File: config.mk
export PLATFORM = sky130hd
export DESIGN_NAME = cadence_crossing_detector_flat
export DESIGN_NICKNAME = d
export VERILOG_FILES = /design/src/hdl/ccd_pkg.sv /design/src/hdl/ccd_in_if.sv /design/src/hdl/ccd_out_if.sv /design/src/hdl/ccd_mean_div.sv /design/src/hdl/ccd_window.sv /design/src/hdl/ccd_detect.sv /design/src/hdl/cadence_crossing_detector.sv /design/src/flat_wrapper.sv
export SDC_FILE = /design/constraint.sdc
export NUM_CORES = 1
export LEC_CHECK = 0
export BUFFER_PORTS_ARGS = -buffer_cell sky130_fd_sc_hd__buf_2
export CORE_ASPECT_RATIO = 1.2
export CORE_UTILIZATION = 30
export DETAILED_ROUTE_END_ITERATION = 10
export SKIP_LAST_GASP = 1
export SLEW_MARGIN = 20
export SYNTH_ARGS = -nofsm -noshare
export SYNTH_HDL_FRONTEND = slang
export SYNTH_SLANG_ARGS = --single-unit
File: constraint.sdc
create_clock -name clk -period 9.6 [get_ports clk]
set_input_delay 1.92 -clock clk [delete_from_list [all_inputs] [get_ports clk]]
set_output_delay 1.92 -clock clk [all_outputs]
set_load 0.03 [all_outputs]
File: src/hdl/ccd_pkg.sv
// Shared types and constants for the cadence crossing detector.
`default_nettype none

package ccd_pkg;

  localparam int SAMPLE_W = 14;
  localparam int TS_W     = 48;
  localparam int SENS_W   = 14;

  typedef logic signed [SAMPLE_W-1:0] sample_t;
  typedef logic        [TS_W-1:0]     ts_t;
  typedef logic        [SENS_W-1:0]   sens_t;
  typedef logic signed [1:0]          cross_t;

  localparam sens_t  SENS_RESET = sens_t'(100);

  localparam cross_t CROSS_NONE = 2'sb00;
  localparam cross_t CROSS_UP   = 2'sb01;
  localparam cross_t CROSS_DOWN = 2'sb11;

  // Detector verdict for one item, handed to the result register.
  typedef struct packed {
    cross_t crossing;
    logic   cadence_pulse;
    ts_t    last_cadence_time;
  } det_res_t;

endpackage : ccd_pkg

`default_nettype wire

File: src/hdl/ccd_in_if.sv
// Input channel: one accelerometer sample with its timestamp per item.
`default_nettype none

interface ccd_in_if;
  import ccd_pkg::*;

  logic    valid;
  logic    ready;
  sample_t sample;
  ts_t     timestamp_us;

  modport source (output valid, output sample, output timestamp_us, input ready);
  modport sink   (input valid, input sample, input timestamp_us, output ready);
endinterface : ccd_in_if

`default_nettype wire

File: src/hdl/ccd_out_if.sv
// Result channel: crossing verdict, window mean and last cadence time per item.
`default_nettype none

interface ccd_out_if;
  import ccd_pkg::*;

  logic    valid;
  logic    ready;
  cross_t  crossing;
  logic    cadence_pulse;
  sample_t window_mean;
  ts_t     last_cadence_time;

  modport source (output valid, output crossing, output cadence_pulse,
                  output window_mean, output last_cadence_time, input ready);
  modport sink   (input valid, input crossing, input cadence_pulse,
                  input window_mean, input last_cadence_time, output ready);
endinterface : ccd_out_if

`default_nettype wire

File: src/hdl/ccd_mean_div.sv
// Signed division of the window sum by the window depth, truncating toward zero.
`default_nettype none

module ccd_mean_div #(
  parameter int WINDOW_DEPTH = 8,
  parameter int SUM_W        = 17
) (
  input  wire logic signed [SUM_W-1:0] sum_i,
  output ccd_pkg::sample_t             mean_o
);
  import ccd_pkg::*;

  // Exact floor(n / D) for any n below 2**SUM_W via one multiply and shift.
  localparam int CLOG_D = $clog2(WINDOW_DEPTH);
  localparam int SHIFT  = SUM_W + CLOG_D;
  localparam int PROD_W = 2 * SUM_W + 1;
  localparam int Q_W    = SAMPLE_W + 1;
  localparam logic [SUM_W:0] RECIP =
    (SUM_W + 1)'(((64'd1 << SHIFT) + 64'(WINDOW_DEPTH) - 64'd1) / 64'(WINDOW_DEPTH));

  logic             neg;
  logic [SUM_W-1:0] mag;
  logic [PROD_W-1:0] prod;
  logic [Q_W-1:0]   quot;
  logic [Q_W-1:0]   signed_q;

  always_comb begin
    neg      = sum_i[SUM_W-1];
    mag      = neg ? SUM_W'(-sum_i) : SUM_W'(sum_i);
    prod     = {{(SUM_W + 1){1'b0}}, mag} * {{SUM_W{1'b0}}, RECIP};
    quot     = prod[SHIFT +: Q_W];
    signed_q = neg ? Q_W'(-quot) : quot;
    mean_o   = sample_t'(signed_q[SAMPLE_W-1:0]);
  end

endmodule : ccd_mean_div

`default_nettype wire

File: src/hdl/ccd_window.sv
// Sample window as a shift line with a running sum, and its mean.
`default_nettype none

module ccd_window #(
  parameter int WINDOW_DEPTH = 8
) (
  input  wire logic             clk,
  input  wire logic             rst_n,
  input  wire logic             step_i,
  input  wire ccd_pkg::sample_t sample_i,
  output ccd_pkg::sample_t      mean_o
);
  import ccd_pkg::*;

  localparam int SUM_W = SAMPLE_W + $clog2(WINDOW_DEPTH);

  sample_t                 taps_r [WINDOW_DEPTH];
  logic signed [SUM_W-1:0] sum_r;
  logic signed [SUM_W-1:0] sum_nxt;

  // Drop the oldest sample as the new one enters.
  always_comb begin
    sum_nxt = sum_r + SUM_W'(sample_i) - SUM_W'(taps_r[WINDOW_DEPTH-1]);
  end

  always_ff @(posedge clk) begin
    if (!rst_n) begin
      sum_r <= '0;
      for (int i = 0; i < WINDOW_DEPTH; i++) begin
        taps_r[i] <= '0;
      end
    end else if (step_i) begin
      sum_r     <= sum_nxt;
      taps_r[0] <= sample_i;
      for (int i = 1; i < WINDOW_DEPTH; i++) begin
        taps_r[i] <= taps_r[i-1];
      end
    end
  end

  ccd_mean_div #(
    .WINDOW_DEPTH (WINDOW_DEPTH),
    .SUM_W        (SUM_W)
  ) u_div (
    .sum_i  (sum_nxt),
    .mean_o (mean_o)
  );

endmodule : ccd_window

`default_nettype wire

File: src/hdl/ccd_detect.sv
// Crossing detector with running max/min amplitude gate and cadence time.
`default_nettype none

module ccd_detect (
  input  wire logic             clk,
  input  wire logic             rst_n,
  input  wire logic             step_i,
  input  wire ccd_pkg::sample_t sample_i,
  input  wire ccd_pkg::ts_t     ts_i,
  input  wire ccd_pkg::sample_t mean_i,
  input  wire ccd_pkg::sens_t   sens_i,
  output ccd_pkg::det_res_t     res_o
);
  import ccd_pkg::*;

  sample_t max_r, max_nxt;
  sample_t min_r, min_nxt;
  sample_t pmean_r;
  sample_t psample_r;
  ts_t     ctime_r, ctime_nxt;

  sample_t               mx1;
  sample_t               mn1;
  logic signed [SAMPLE_W:0] span;
  logic                  up;
  logic                  dn;
  logic                  too_small;
  logic                  up_fire;
  logic                  dn_fire;

  always_comb begin
    mx1       = (sample_i > max_r) ? sample_i : max_r;
    mn1       = (sample_i < min_r) ? sample_i : min_r;
    span      = {mx1[SAMPLE_W-1], mx1} - {mn1[SAMPLE_W-1], mn1};
    too_small = span < $signed({1'b0, sens_i});
    up        = (pmean_r < psample_r) && (mean_i >= sample_i);
    dn        = (pmean_r >= psample_r) && (mean_i < sample_i);
    up_fire   = up && !too_small;
    dn_fire   = dn && !too_small;
    max_nxt   = up_fire ? sample_i : mx1;
    min_nxt   = dn_fire ? sample_i : mn1;
    ctime_nxt = up_fire ? ts_i : ctime_r;
  end

  always_comb begin
    res_o.crossing          = up_fire ? CROSS_UP : (dn_fire ? CROSS_DOWN : CROSS_NONE);
    res_o.cadence_pulse     = up_fire;
    res_o.last_cadence_time = ctime_nxt;
  end

  always_ff @(posedge clk) begin
    if (!rst_n) begin
      max_r     <= '0;
      min_r     <= '0;
      pmean_r   <= '0;
      psample_r <= '0;
      ctime_r   <= '0;
    end else if (step_i) begin
      max_r     <= max_nxt;
      min_r     <= min_nxt;
      pmean_r   <= mean_i;
      psample_r <= sample_i;
      ctime_r   <= ctime_nxt;
    end
  end

endmodule : ccd_detect

`default_nettype wire

File: src/hdl/cadence_crossing_detector.sv
// Top level of the cadence crossing detector: handshake stages and configuration.
// Takes one item per clock cycle without bubbles while out_if.ready is high. An
// accepted item sits in the input register, where the window sum, the mean (a
// multiply by the reciprocal of WINDOW_DEPTH) and the crossing decision are
// worked out and the state updated, and its result is then registered in the
// output register. The output register holds while out_if.ready is low, and the
// input stage still takes one more item if it is empty.
// Reset clears the valid flags, the sample window and the detector state and
// loads SENS_RESET into the sensitivity; the data registers are not reset.
`default_nettype none

module cadence_crossing_detector #(
  parameter int WINDOW_DEPTH = 8
) (
  input  wire logic           clk,
  input  wire logic           rst_n,
  ccd_in_if.sink              in_if,
  ccd_out_if.source           out_if,
  input  wire logic           cfg_we,
  input  wire ccd_pkg::sens_t cfg_wdata
);
  import ccd_pkg::*;

  sens_t    sens_r;
  logic     s1_v_r, s1_v_nxt;
  sample_t  s1_sample_r;
  ts_t      s1_ts_r;
  logic     out_v_r;
  det_res_t out_res_r;
  sample_t  out_mean_r;

  logic     adv;
  logic     step;
  logic     in_fire;
  sample_t  mean;
  det_res_t res;

  always_comb begin
    adv         = !out_v_r || out_if.ready;
    step        = s1_v_r && adv;
    in_if.ready = !s1_v_r || adv;
    in_fire     = in_if.valid && in_if.ready;
    s1_v_nxt    = in_fire || (s1_v_r && !step);
  end

  always_ff @(posedge clk) begin
    if (!rst_n) begin
      sens_r  <= SENS_RESET;
      s1_v_r  <= 1'b0;
      out_v_r <= 1'b0;
    end else begin
      if (cfg_we) begin
        sens_r <= cfg_wdata;
      end
      s1_v_r <= s1_v_nxt;
      if (adv) begin
        out_v_r <= step;
      end
    end
  end

  always_ff @(posedge clk) begin
    if (in_fire) begin
      s1_sample_r <= in_if.sample;
      s1_ts_r     <= in_if.timestamp_us;
    end
    if (step) begin
      out_res_r  <= res;
      out_mean_r <= mean;
    end
  end

  ccd_window #(
    .WINDOW_DEPTH (WINDOW_DEPTH)
  ) u_window (
    .clk      (clk),
    .rst_n    (rst_n),
    .step_i   (step),
    .sample_i (s1_sample_r),
    .mean_o   (mean)
  );

  ccd_detect u_detect (
    .clk      (clk),
    .rst_n    (rst_n),
    .step_i   (step),
    .sample_i (s1_sample_r),
    .ts_i     (s1_ts_r),
    .mean_i   (mean),
    .sens_i   (sens_r),
    .res_o    (res)
  );

  always_comb begin
    out_if.valid             = out_v_r;
    out_if.crossing          = out_res_r.crossing;
    out_if.cadence_pulse     = out_res_r.cadence_pulse;
    out_if.window_mean       = out_mean_r;
    out_if.last_cadence_time = out_res_r.last_cadence_time;
  end

  // Pulse and upward crossing must agree on every delivered result.
  a_pulse_matches_up: assert property (@(posedge clk) disable iff (!rst_n)
    out_if.valid |-> (out_if.cadence_pulse == (out_if.crossing == CROSS_UP)))
    else $error("cadence pulse disagrees with crossing");

  // Never accept into a full input stage that is not advancing.
  a_no_overrun: assert property (@(posedge clk) disable iff (!rst_n)
    in_fire |-> (!s1_v_r || step))
    else $error("input stage overrun");

  // A finished step always lands in the result register.
  a_step_lands: assert property (@(posedge clk) disable iff (!rst_n)
    step |=> out_v_r)
    else $error("result lost after step");

  // An upward crossing records the timestamp of its own item.
  a_up_records_time: assert property (@(posedge clk) disable iff (!rst_n)
    (step && res.crossing == CROSS_UP) |=>
      (out_if.last_cadence_time == $past(s1_ts_r)))
    else $error("cadence time not recorded");

endmodule : cadence_crossing_detector

`default_nettype wire
File: src/flat_wrapper.sv
// flat-port wrapper written by rule: the top's interface ports become plain ports
module cadence_crossing_detector_flat import ccd_pkg::*;
#(
  parameter int WINDOW_DEPTH = 8
)
  (clk, rst_n, cfg_we, cfg_wdata, in_if_valid, in_if_sample, in_if_timestamp_us, in_if_ready, out_if_valid, out_if_crossing, out_if_cadence_pulse, out_if_window_mean, out_if_last_cadence_time, out_if_ready);
  ccd_in_if in_if_i ();
  ccd_out_if out_if_i ();
  input  wire logic clk;
  input  wire logic rst_n;
  input  wire logic cfg_we;
  input  wire ccd_pkg::sens_t cfg_wdata;
  input wire logic [$bits(in_if_i.valid)-1:0] in_if_valid;
  input wire logic [$bits(in_if_i.sample)-1:0] in_if_sample;
  input wire logic [$bits(in_if_i.timestamp_us)-1:0] in_if_timestamp_us;
  output wire logic [$bits(in_if_i.ready)-1:0] in_if_ready;
  output wire logic [$bits(out_if_i.valid)-1:0] out_if_valid;
  output wire logic [$bits(out_if_i.crossing)-1:0] out_if_crossing;
  output wire logic [$bits(out_if_i.cadence_pulse)-1:0] out_if_cadence_pulse;
  output wire logic [$bits(out_if_i.window_mean)-1:0] out_if_window_mean;
  output wire logic [$bits(out_if_i.last_cadence_time)-1:0] out_if_last_cadence_time;
  input wire logic [$bits(out_if_i.ready)-1:0] out_if_ready;
  assign in_if_i.valid = in_if_valid;
  assign in_if_i.sample = in_if_sample;
  assign in_if_i.timestamp_us = in_if_timestamp_us;
  assign in_if_ready = in_if_i.ready;
  assign out_if_valid = out_if_i.valid;
  assign out_if_crossing = out_if_i.crossing;
  assign out_if_cadence_pulse = out_if_i.cadence_pulse;
  assign out_if_window_mean = out_if_i.window_mean;
  assign out_if_last_cadence_time = out_if_i.last_cadence_time;
  assign out_if_i.ready = out_if_ready;
  cadence_crossing_detector #(.WINDOW_DEPTH(WINDOW_DEPTH)) u_core (.clk(clk), .rst_n(rst_n), .in_if(in_if_i), .out_if(out_if_i), .cfg_we(cfg_we), .cfg_wdata(cfg_wdata));
endmodule
==> After elaboration in Yosys (flattened, before gate mapping) <==
Memory sizes are Yosys's and may differ from the RTL's.
Index checks and enable logic that the tools add are counted.
{ "totals": {"memories": 1, "mem_bits_rw": 112, "output_inout_bits": 67, "reg_bits": 264, "input_bits": 81} }
{ "memory_table": {"columns": ["memory", "words", "word_bits", "rd", "rd_clocked_by_memory_dff", "wr", "line", "source"], "rows": [
  ["u_core.u_window.taps_r", 8, 14, 8, 0, 8, "ccd_window.sv:17", "sample_t taps_r [WINDOW_DEPTH];"]
]} }
{ "op_classes": {"reduce_logical": 14, "muxes": 20, "n_lt_le_gt_ge": 7, "add_sub_neg": 5, "n_bitwise": 8} }
{ "ops": {"columns": ["op", "n"], "rows": [
  ["14-bit two-way mux", 13],
  ["48-bit two-way mux", 1],
  ["14-bit less-than comparator", 3],
  ["14-bit >= comparator", 2],
  ["17-bit by 14-bit adder with 17-bit output", 1],
  ["17-bit two-way mux", 1],
  ["17-bit negation", 1],
  ["17-bit by 14-bit subtractor with 17-bit output", 1],
  ["15-bit less-than comparator", 1],
  ["14-bit by 14-bit subtractor with 15-bit output", 1],
  ["14-bit greater-than comparator", 1],
  ["14-bit negation", 1],
  ["1-bit OR", 8],
  ["1-bit logical AND", 7],
  ["1-bit logical NOT", 4],
  ["1-bit two-way mux", 4],
  ["1-bit logical OR", 3],
  ["2-bit two-way mux", 1]
]} }

==> Depth between registers and ports, before layout <==
{ "depth": {"word_depth": 10, "ltp_mapped": 37, "mapped_depth_nobuf": 34} }

==> By module <==
From an unflattened synthesis, not the netlist that was laid out.
{ "unflattened": {"cells_unflattened": 1691, "hier_area_um2": 18706.7} }
{ "by_module_without_submodules": {"columns": ["module", "cells_each", "area_per_inst_um2", "seq_area_each_um2", "instances"], "rows": [
  ["ccd_detect", 910, 7478.4, 2082.0, 1],
  ["ccd_window", 502, 6154.7, 3703.6, 1],
  ["cadence_crossing_detector", 181, 4434.3, 4134.0, 1],
  ["ccd_mean_div", 98, 639.4, 0.0, 1]
]} }

==> Least setup slack after synthesis <==
No wires, ideal clock.
{ "synth_timing": {"kind": "reg2reg", "from": "register u_core.s1_sample_r[1]", "to": "register u_core.u_detect.min_r[10]", "t_arrival_ps": 6872, "slack_ps": 2641, "period_less_slack_ps": 6959, "setup_time_ps": 87, "stages_incl_launch_ff": 33, "cell_sequence": "edfxtp_1 ha_1 nor2b_1 o21a_1 o21a_1 o21a_1 o211ai_1 a21oi_1 o21ai_0 a31o_2 clkbuf_1 clkbuf_1 o21ai_0 fa_1 a21o_1 a21oi_1 o21ai_0 a21oi_1 o21ai_0 a21oi_1 nor2b_1 o21a_1 o41ai_1 xnor2_1 ha_1 a2111oi_0 o2111ai_1 o311ai_0 a31oi_1 a221oi_1 clkbuf_1 o211ai_1 o31ai_1"} }
{ "synth_via": {"elab_chain_cells": 10, "word_cells_on_any_way": 17, "classes_between": "5 x add/sub; 4 x order compare; 5 x mux; 3 x reduce/logical"} }
{ "synth_rtl": {"columns": ["item", "line", "source"], "rows": [
  ["from (decl)", "cadence_crossing_detector.sv:26", "sample_t s1_sample_r;"],
  ["from (signal assigned)", "cadence_crossing_detector.sv:64", "s1_sample_r <= in_if.sample;"],
  ["17-bit by 14-bit adder with 17-bit output", "ccd_window.sv:23", "sum_nxt = sum_r + SUM_W'(sample_i) - SUM_W'(taps_r[WINDOW_DEPTH-1]);"],
  ["17-bit by 14-bit subtractor with 17-bit output", "ccd_window.sv:23", null],
  ["17-bit negation", "ccd_mean_div.sv:29", "mag = neg ? SUM_W'(-sum_i) : SUM_W'(sum_i);"],
  ["17-bit two-way mux", "ccd_mean_div.sv:29", null],
  ["14-bit negation", "ccd_mean_div.sv:32", "signed_q = neg ? Q_W'(-quot) : quot;"],
  ["14-bit two-way mux", "ccd_mean_div.sv:32", null],
  ["14-bit less-than comparator", "ccd_detect.sv:37", "dn = (pmean_r >= psample_r) && (mean_i < sample_i);"],
  ["1-bit logical AND", "ccd_detect.sv:37", null],
  ["1-bit logical AND", "ccd_detect.sv:39", "dn_fire = dn && !too_small;"],
  ["14-bit two-way mux *", "ccd_detect.sv:41", "min_nxt = dn_fire ? sample_i : mn1;"],
  ["to (signal assigned)", "ccd_detect.sv:60", "min_r <= min_nxt;"],
  ["to (decl)", "ccd_detect.sv:17", "sample_t min_r, min_nxt;"]
]} }
Every way passes the cells marked *; elsewhere a longest branch is shown, timed or not.
A chain may end at the register's enable or synchronous reset.

==> Worst setup path after layout <==
{ "layout_timing": {"from": "register u_core.s1_sample_r[1]", "to": "register u_core.u_detect.ctime_r[19]"} }
{ "layout_via": {"elab_chain_cells": 10, "word_cells_on_any_way": 17, "classes_between": "5 x add/sub; 4 x order compare; 5 x mux; 3 x reduce/logical"} }
{ "layout_rtl": {"columns": ["item", "line", "source"], "rows": [
  ["17-bit by 14-bit adder with 17-bit output", "ccd_window.sv:23", null],
  ["17-bit by 14-bit subtractor with 17-bit output", "ccd_window.sv:23", null],
  ["17-bit negation", "ccd_mean_div.sv:29", null],
  ["17-bit two-way mux", "ccd_mean_div.sv:29", null],
  ["14-bit negation", "ccd_mean_div.sv:32", null],
  ["14-bit two-way mux", "ccd_mean_div.sv:32", null],
  ["14-bit >= comparator", "ccd_detect.sv:36", "up = (pmean_r < psample_r) && (mean_i >= sample_i);"],
  ["1-bit logical AND", "ccd_detect.sv:36", null],
  ["1-bit logical AND *", "ccd_detect.sv:38", "up_fire = up && !too_small;"],
  ["48-bit two-way mux *", "ccd_detect.sv:42", "ctime_nxt = up_fire ? ts_i : ctime_r;"],
  ["to (signal assigned)", "ccd_detect.sv:63", "ctime_r <= ctime_nxt;"],
  ["to (decl)", "ccd_detect.sv:20", "ts_t ctime_r, ctime_nxt;"]
]} }
Marked as above.

==> results.md <==
* Worst path bufs/invs at 2
* Post-Synth Simple-Gate Area at 11.9%
* Min-Delay Startpoint: u_core.u_window.sum_r[3]
* #FFs+latches synth at 376
* Worst hold-check path type: flop to flop
* PwrDens at 269 nW/µm²
* Pin count of the biggest net entering global routing at 92
* Overflow after GRT at 0
* CTS tree: built
* Routed vias/inst at 4.84
* Final Net Count at 1875
* Slowest cell delay on critical path at 0.78 ns
* Fmax at 121 MHz
* Initial antenna violation count at 10
* Final Power at 0.00563 W
* Initial Util at 30.4%
* Syn. warnings at 0
* XOR/XNOR share of the synthesized area at 1.77%
* Clock slew at reported path FFs at 0.06 ns
* Run status: finished, final reports clean
* Hold bufs inserted after CTS at 0
* Cells after Synth at 1531
* Part of the Yosys area used for sequential elements at 55.9%
* Fin. Hold Viols at 0
* Core footprint at 58400 µm²
* Mapped Area at 17700 µm²
* Initial DRC count at 673
* IO Port Bufs at 147
* Unique masters post-synth at 70
* Ys flop type: edfxtp_1
* GRT Overall Usage at 14.4%
* Worst path top cell family by delay: compound AO/OA/AOI/OAI gates
* Die H at 268 µm
* Lkg Pwr at 8.64 nW
* Num rows at 97
* Peak supply drop at 0.209 mV
* Post CTS Setup Buffer Count at 0
* WP data required at 10.11 ns
* Worst Skew at 0.0285 ns
* Post-Synth Adder-Cell Area at 8.97%
* First-pass iteration count of the detailed router at 4
* Post-synth EDFFs at 239
* Slew @ Worst Pin at 1.04 ns
* Kind of critical path: flop to flop
* Clk Latency, worst-skew pair at 0.57 ns
* Routed vias at 12100
* Clk sinks at 376
* Mux contribution to synthesized area at 4.75%
* Worst Path Max Fanout at 27
* Critical path endpoint category: flop
* Hold slack final at 0.459 ns
* Hold Path Depth at 2
* Fin crit share at 86.1%
* Met3 usage at 4.01%
* RSZ-0062 raised after global routing: false
* Share of layout cells above drive strength 1 at 18.4%
* P&R area growth vs syn at 17.8%
* Critical path's slowest cell: nor2_4
* Routed WL per cell at 17.4 µm
* Global-route wire length before repair at 67800 µm
* Pre-CTS WS at 1.29 ns
* WHS Endpoint: u_core.u_window.sum_r[3]
* Critical path data arrival time at 8.77 ns
* Die X at 224 µm
* Max Cap Violations at 0
* Average size of a mapped cell at 11.6 µm²
* H-tree levels at 2
* Max transition margin at 30.4%
* Boundary Pins at 148
* Met2 Usage GRT at 24.1%
* Post-synthesis compound-gate area fraction at 12.2%
* Endpoints failing setup at 0
* Reg-to-Reg End: u_core.u_detect.ctime_r[19]
* Reg2reg path depth at 31
* Post-synth net total at 1729
* Final WL at 43500 µm
* Number of global-route vias before repair at 12200
* FFs w/ async S/R, synth at 0%
* Met1 Track Usage GR at 18.3%
* Commonest non-fill, non-tap cell in the layout: edfxtp_1
* Die area at 60100 µm²
* ANT nets after route at 0
* Post-cts repair resize count at 0
* Final Slew Violations at 0
* Final setup TNS at 0 ns
* Post-route setup slack at 1.34 ns
* R2r setup slk at 1.34 ns
* DPL Wire Length at 29400 µm
* Clock Path Buffers at 3
* CP most frequent cell: a21o_1
* Root Driver: clkbuf_16
* Largest family of logic cells by synthesized area: compound AO/OA/AOI/OAI gates
* FF-to-FF Start: u_core.s1_sample_r[1]
* Highest-count cells in the layout ignoring fill and taps: 239 x edfxtp_1, 146 x buf_2, 137 x dfxtp_1
* Top Usage Layer GRT: met2
* DRC at 0
* Fin crit period at 8.26 ns
* Cts bufs inserted at 42
* Setup crit start kind: flop
* Placer Congestion at 0.897
[flip-flops by register name (all words and copies together) (netlist names)]
| signal | count |
|---|---|
| u_core.s1_v_r | 1 |
| u_core.u_detect.min_r | 14 |
| u_core.out_if.cadence_pulse | 1 |
| u_core.out_if.valid | 1 |
| u_core.u_detect.ctime_r | 48 |
| u_core.out_if.last_cadence_time | 48 |
| u_core.u_window.sum_r | 17 |
| u_core.out_if.crossing | 2 |
| u_core.u_detect.max_r | 14 |
| u_core.u_detect.pmean_r | 14 |
| u_core.s1_sample_r | 14 |
| u_core.sens_r | 14 |
| u_core.u_detect.psample_r | 14 |
| u_core.s1_ts_r | 48 |
| u_core.out_if.window_mean | 14 |
| u_core.u_window.taps_r | 112 |
[per-stage QoR]
step                      instances  cell area, µm²  utilization [%]
after floorplan                1531           17700                -
after CTS                      2503           20900             35.8
after detailed placement       2425           19500             33.3
after global placement         2424           19400             33.3
after global routing           2503           20900             35.8
final                          2505           20900             35.8
[report_power, final]
group | switching, W | leakage [nW] | total [W] | internal, W
clock | 0.000664 | 0.693 | 0.00165 | 0.000985
combinational | 0.00123 | 4.40 | 0.00197 | 0.000747
sequential | 0.0000712 | 3.55 | 0.00200 | 0.00193
total | 0.00196 | 8.64 | 0.00563 | 0.00367
[per-layer routing]
metal  wire length, µm  vias up
li1                  -     5850
met1             19300     5849
met2             20500      335
met3              2710       80
met4               903       16
met5               104        -
[cell usage after synthesis, drive strengths merged, types with 3 or more instances]
cell type / instances / share of area (%)
edfxtp: 239 / 40
dfxtp: 137 / 15
inv: 134 / 2.8
ha: 100 / 7.1
nor2: 96 / 2.0
nand2: 94 / 2.0
and3: 79 / 2.8
clkbuf: 67 / 1.4
a21oi: 55 / 1.6
a22o: 50 / 2.5
o21ai: 50 / 1.4
mux2: 49 / 3.1
and2: 34 / 1.2
a21o: 29 / 1.2
mux2i: 29 / 1.6
o211ai: 26 / 1.1
xnor2: 22 / 1.1
o31ai: 18 / 0.76
fa: 17 / 1.9
nor3: 16 / 0.45
o22ai: 16 / 0.60
nand3: 15 / 0.49
nand4: 14 / 0.49
o21a: 14 / 0.59
xor2: 13 / 0.64
a211oi: 12 / 0.65
nor2b: 12 / 0.42
a31oi: 9 / 0.32
nand2b: 9 / 0.32
or3: 8 / 0.28
buf: 7 / 0.16
or4: 6 / 0.28
nor3b: 5 / 0.21
or2: 5 / 0.18
a21boi: 4 / 0.17
and4: 4 / 0.20
o211a: 4 / 0.23
a2111oi: 3 / 0.15
o2111ai: 3 / 0.15
[worst register-to-register path, delay by kind of cell, from the launching register on]
family	cells	cell delay, ns
compound gates	20	4.28
xor+xnor	1	0.13
fa+ha+maj	4	1.17
buf+inv	2	0.30
flops	1	0.48
mux	1	0.29
simple gates	3	1.54
[cells by family after synthesis]
group | after synthesis
fa+ha+maj | 117
compound gates | 309
simple gates | 407
mux | 78
buf+inv | 209
xor+xnor | 35
flops | 376
[worst max-delay path by stage]
| stage | start | endpoint | slack [ns] | cells past startpoint |
|---|---|---|---|---|
| CTS | u_core.s1_sample_r[1] | u_core.u_detect.ctime_r[20] | 1.27 | 31 |
| global placement | u_core.s1_sample_r[6] | u_core.u_detect.ctime_r[37] | 1.16 | 31 |
| finish | u_core.s1_sample_r[1] | u_core.u_detect.ctime_r[19] | 1.34 | 31 |
| detailed placement | u_core.s1_sample_r[1] | u_core.u_detect.ctime_r[14] | 1.29 | 31 |
| global route | u_core.s1_sample_r[6] | u_core.u_detect.ctime_r[20] | 0.65 | 31 |
| floorplan | u_core.s1_sample_r[1] | u_core.u_detect.min_r[10] | 2.64 | 32 |
[layout make-up]
| cell class | instances | area [µm²] |
|---|---|---|
| clock buffers | 59 | 1200 |
| multi-input cells | 946 | 7050 |
| flip-flops and latches | 376 | 9920 |
| diodes | 2 | 5.00 |
| repair buffers | 176 | 988 |
| fillers | 5726 | 37500 |
| clock inverters | 19 | 219 |
| well taps | 792 | 991 |
| inverters | 135 | 514 |
Note: power is estimated with default switching activity, not from simulation.
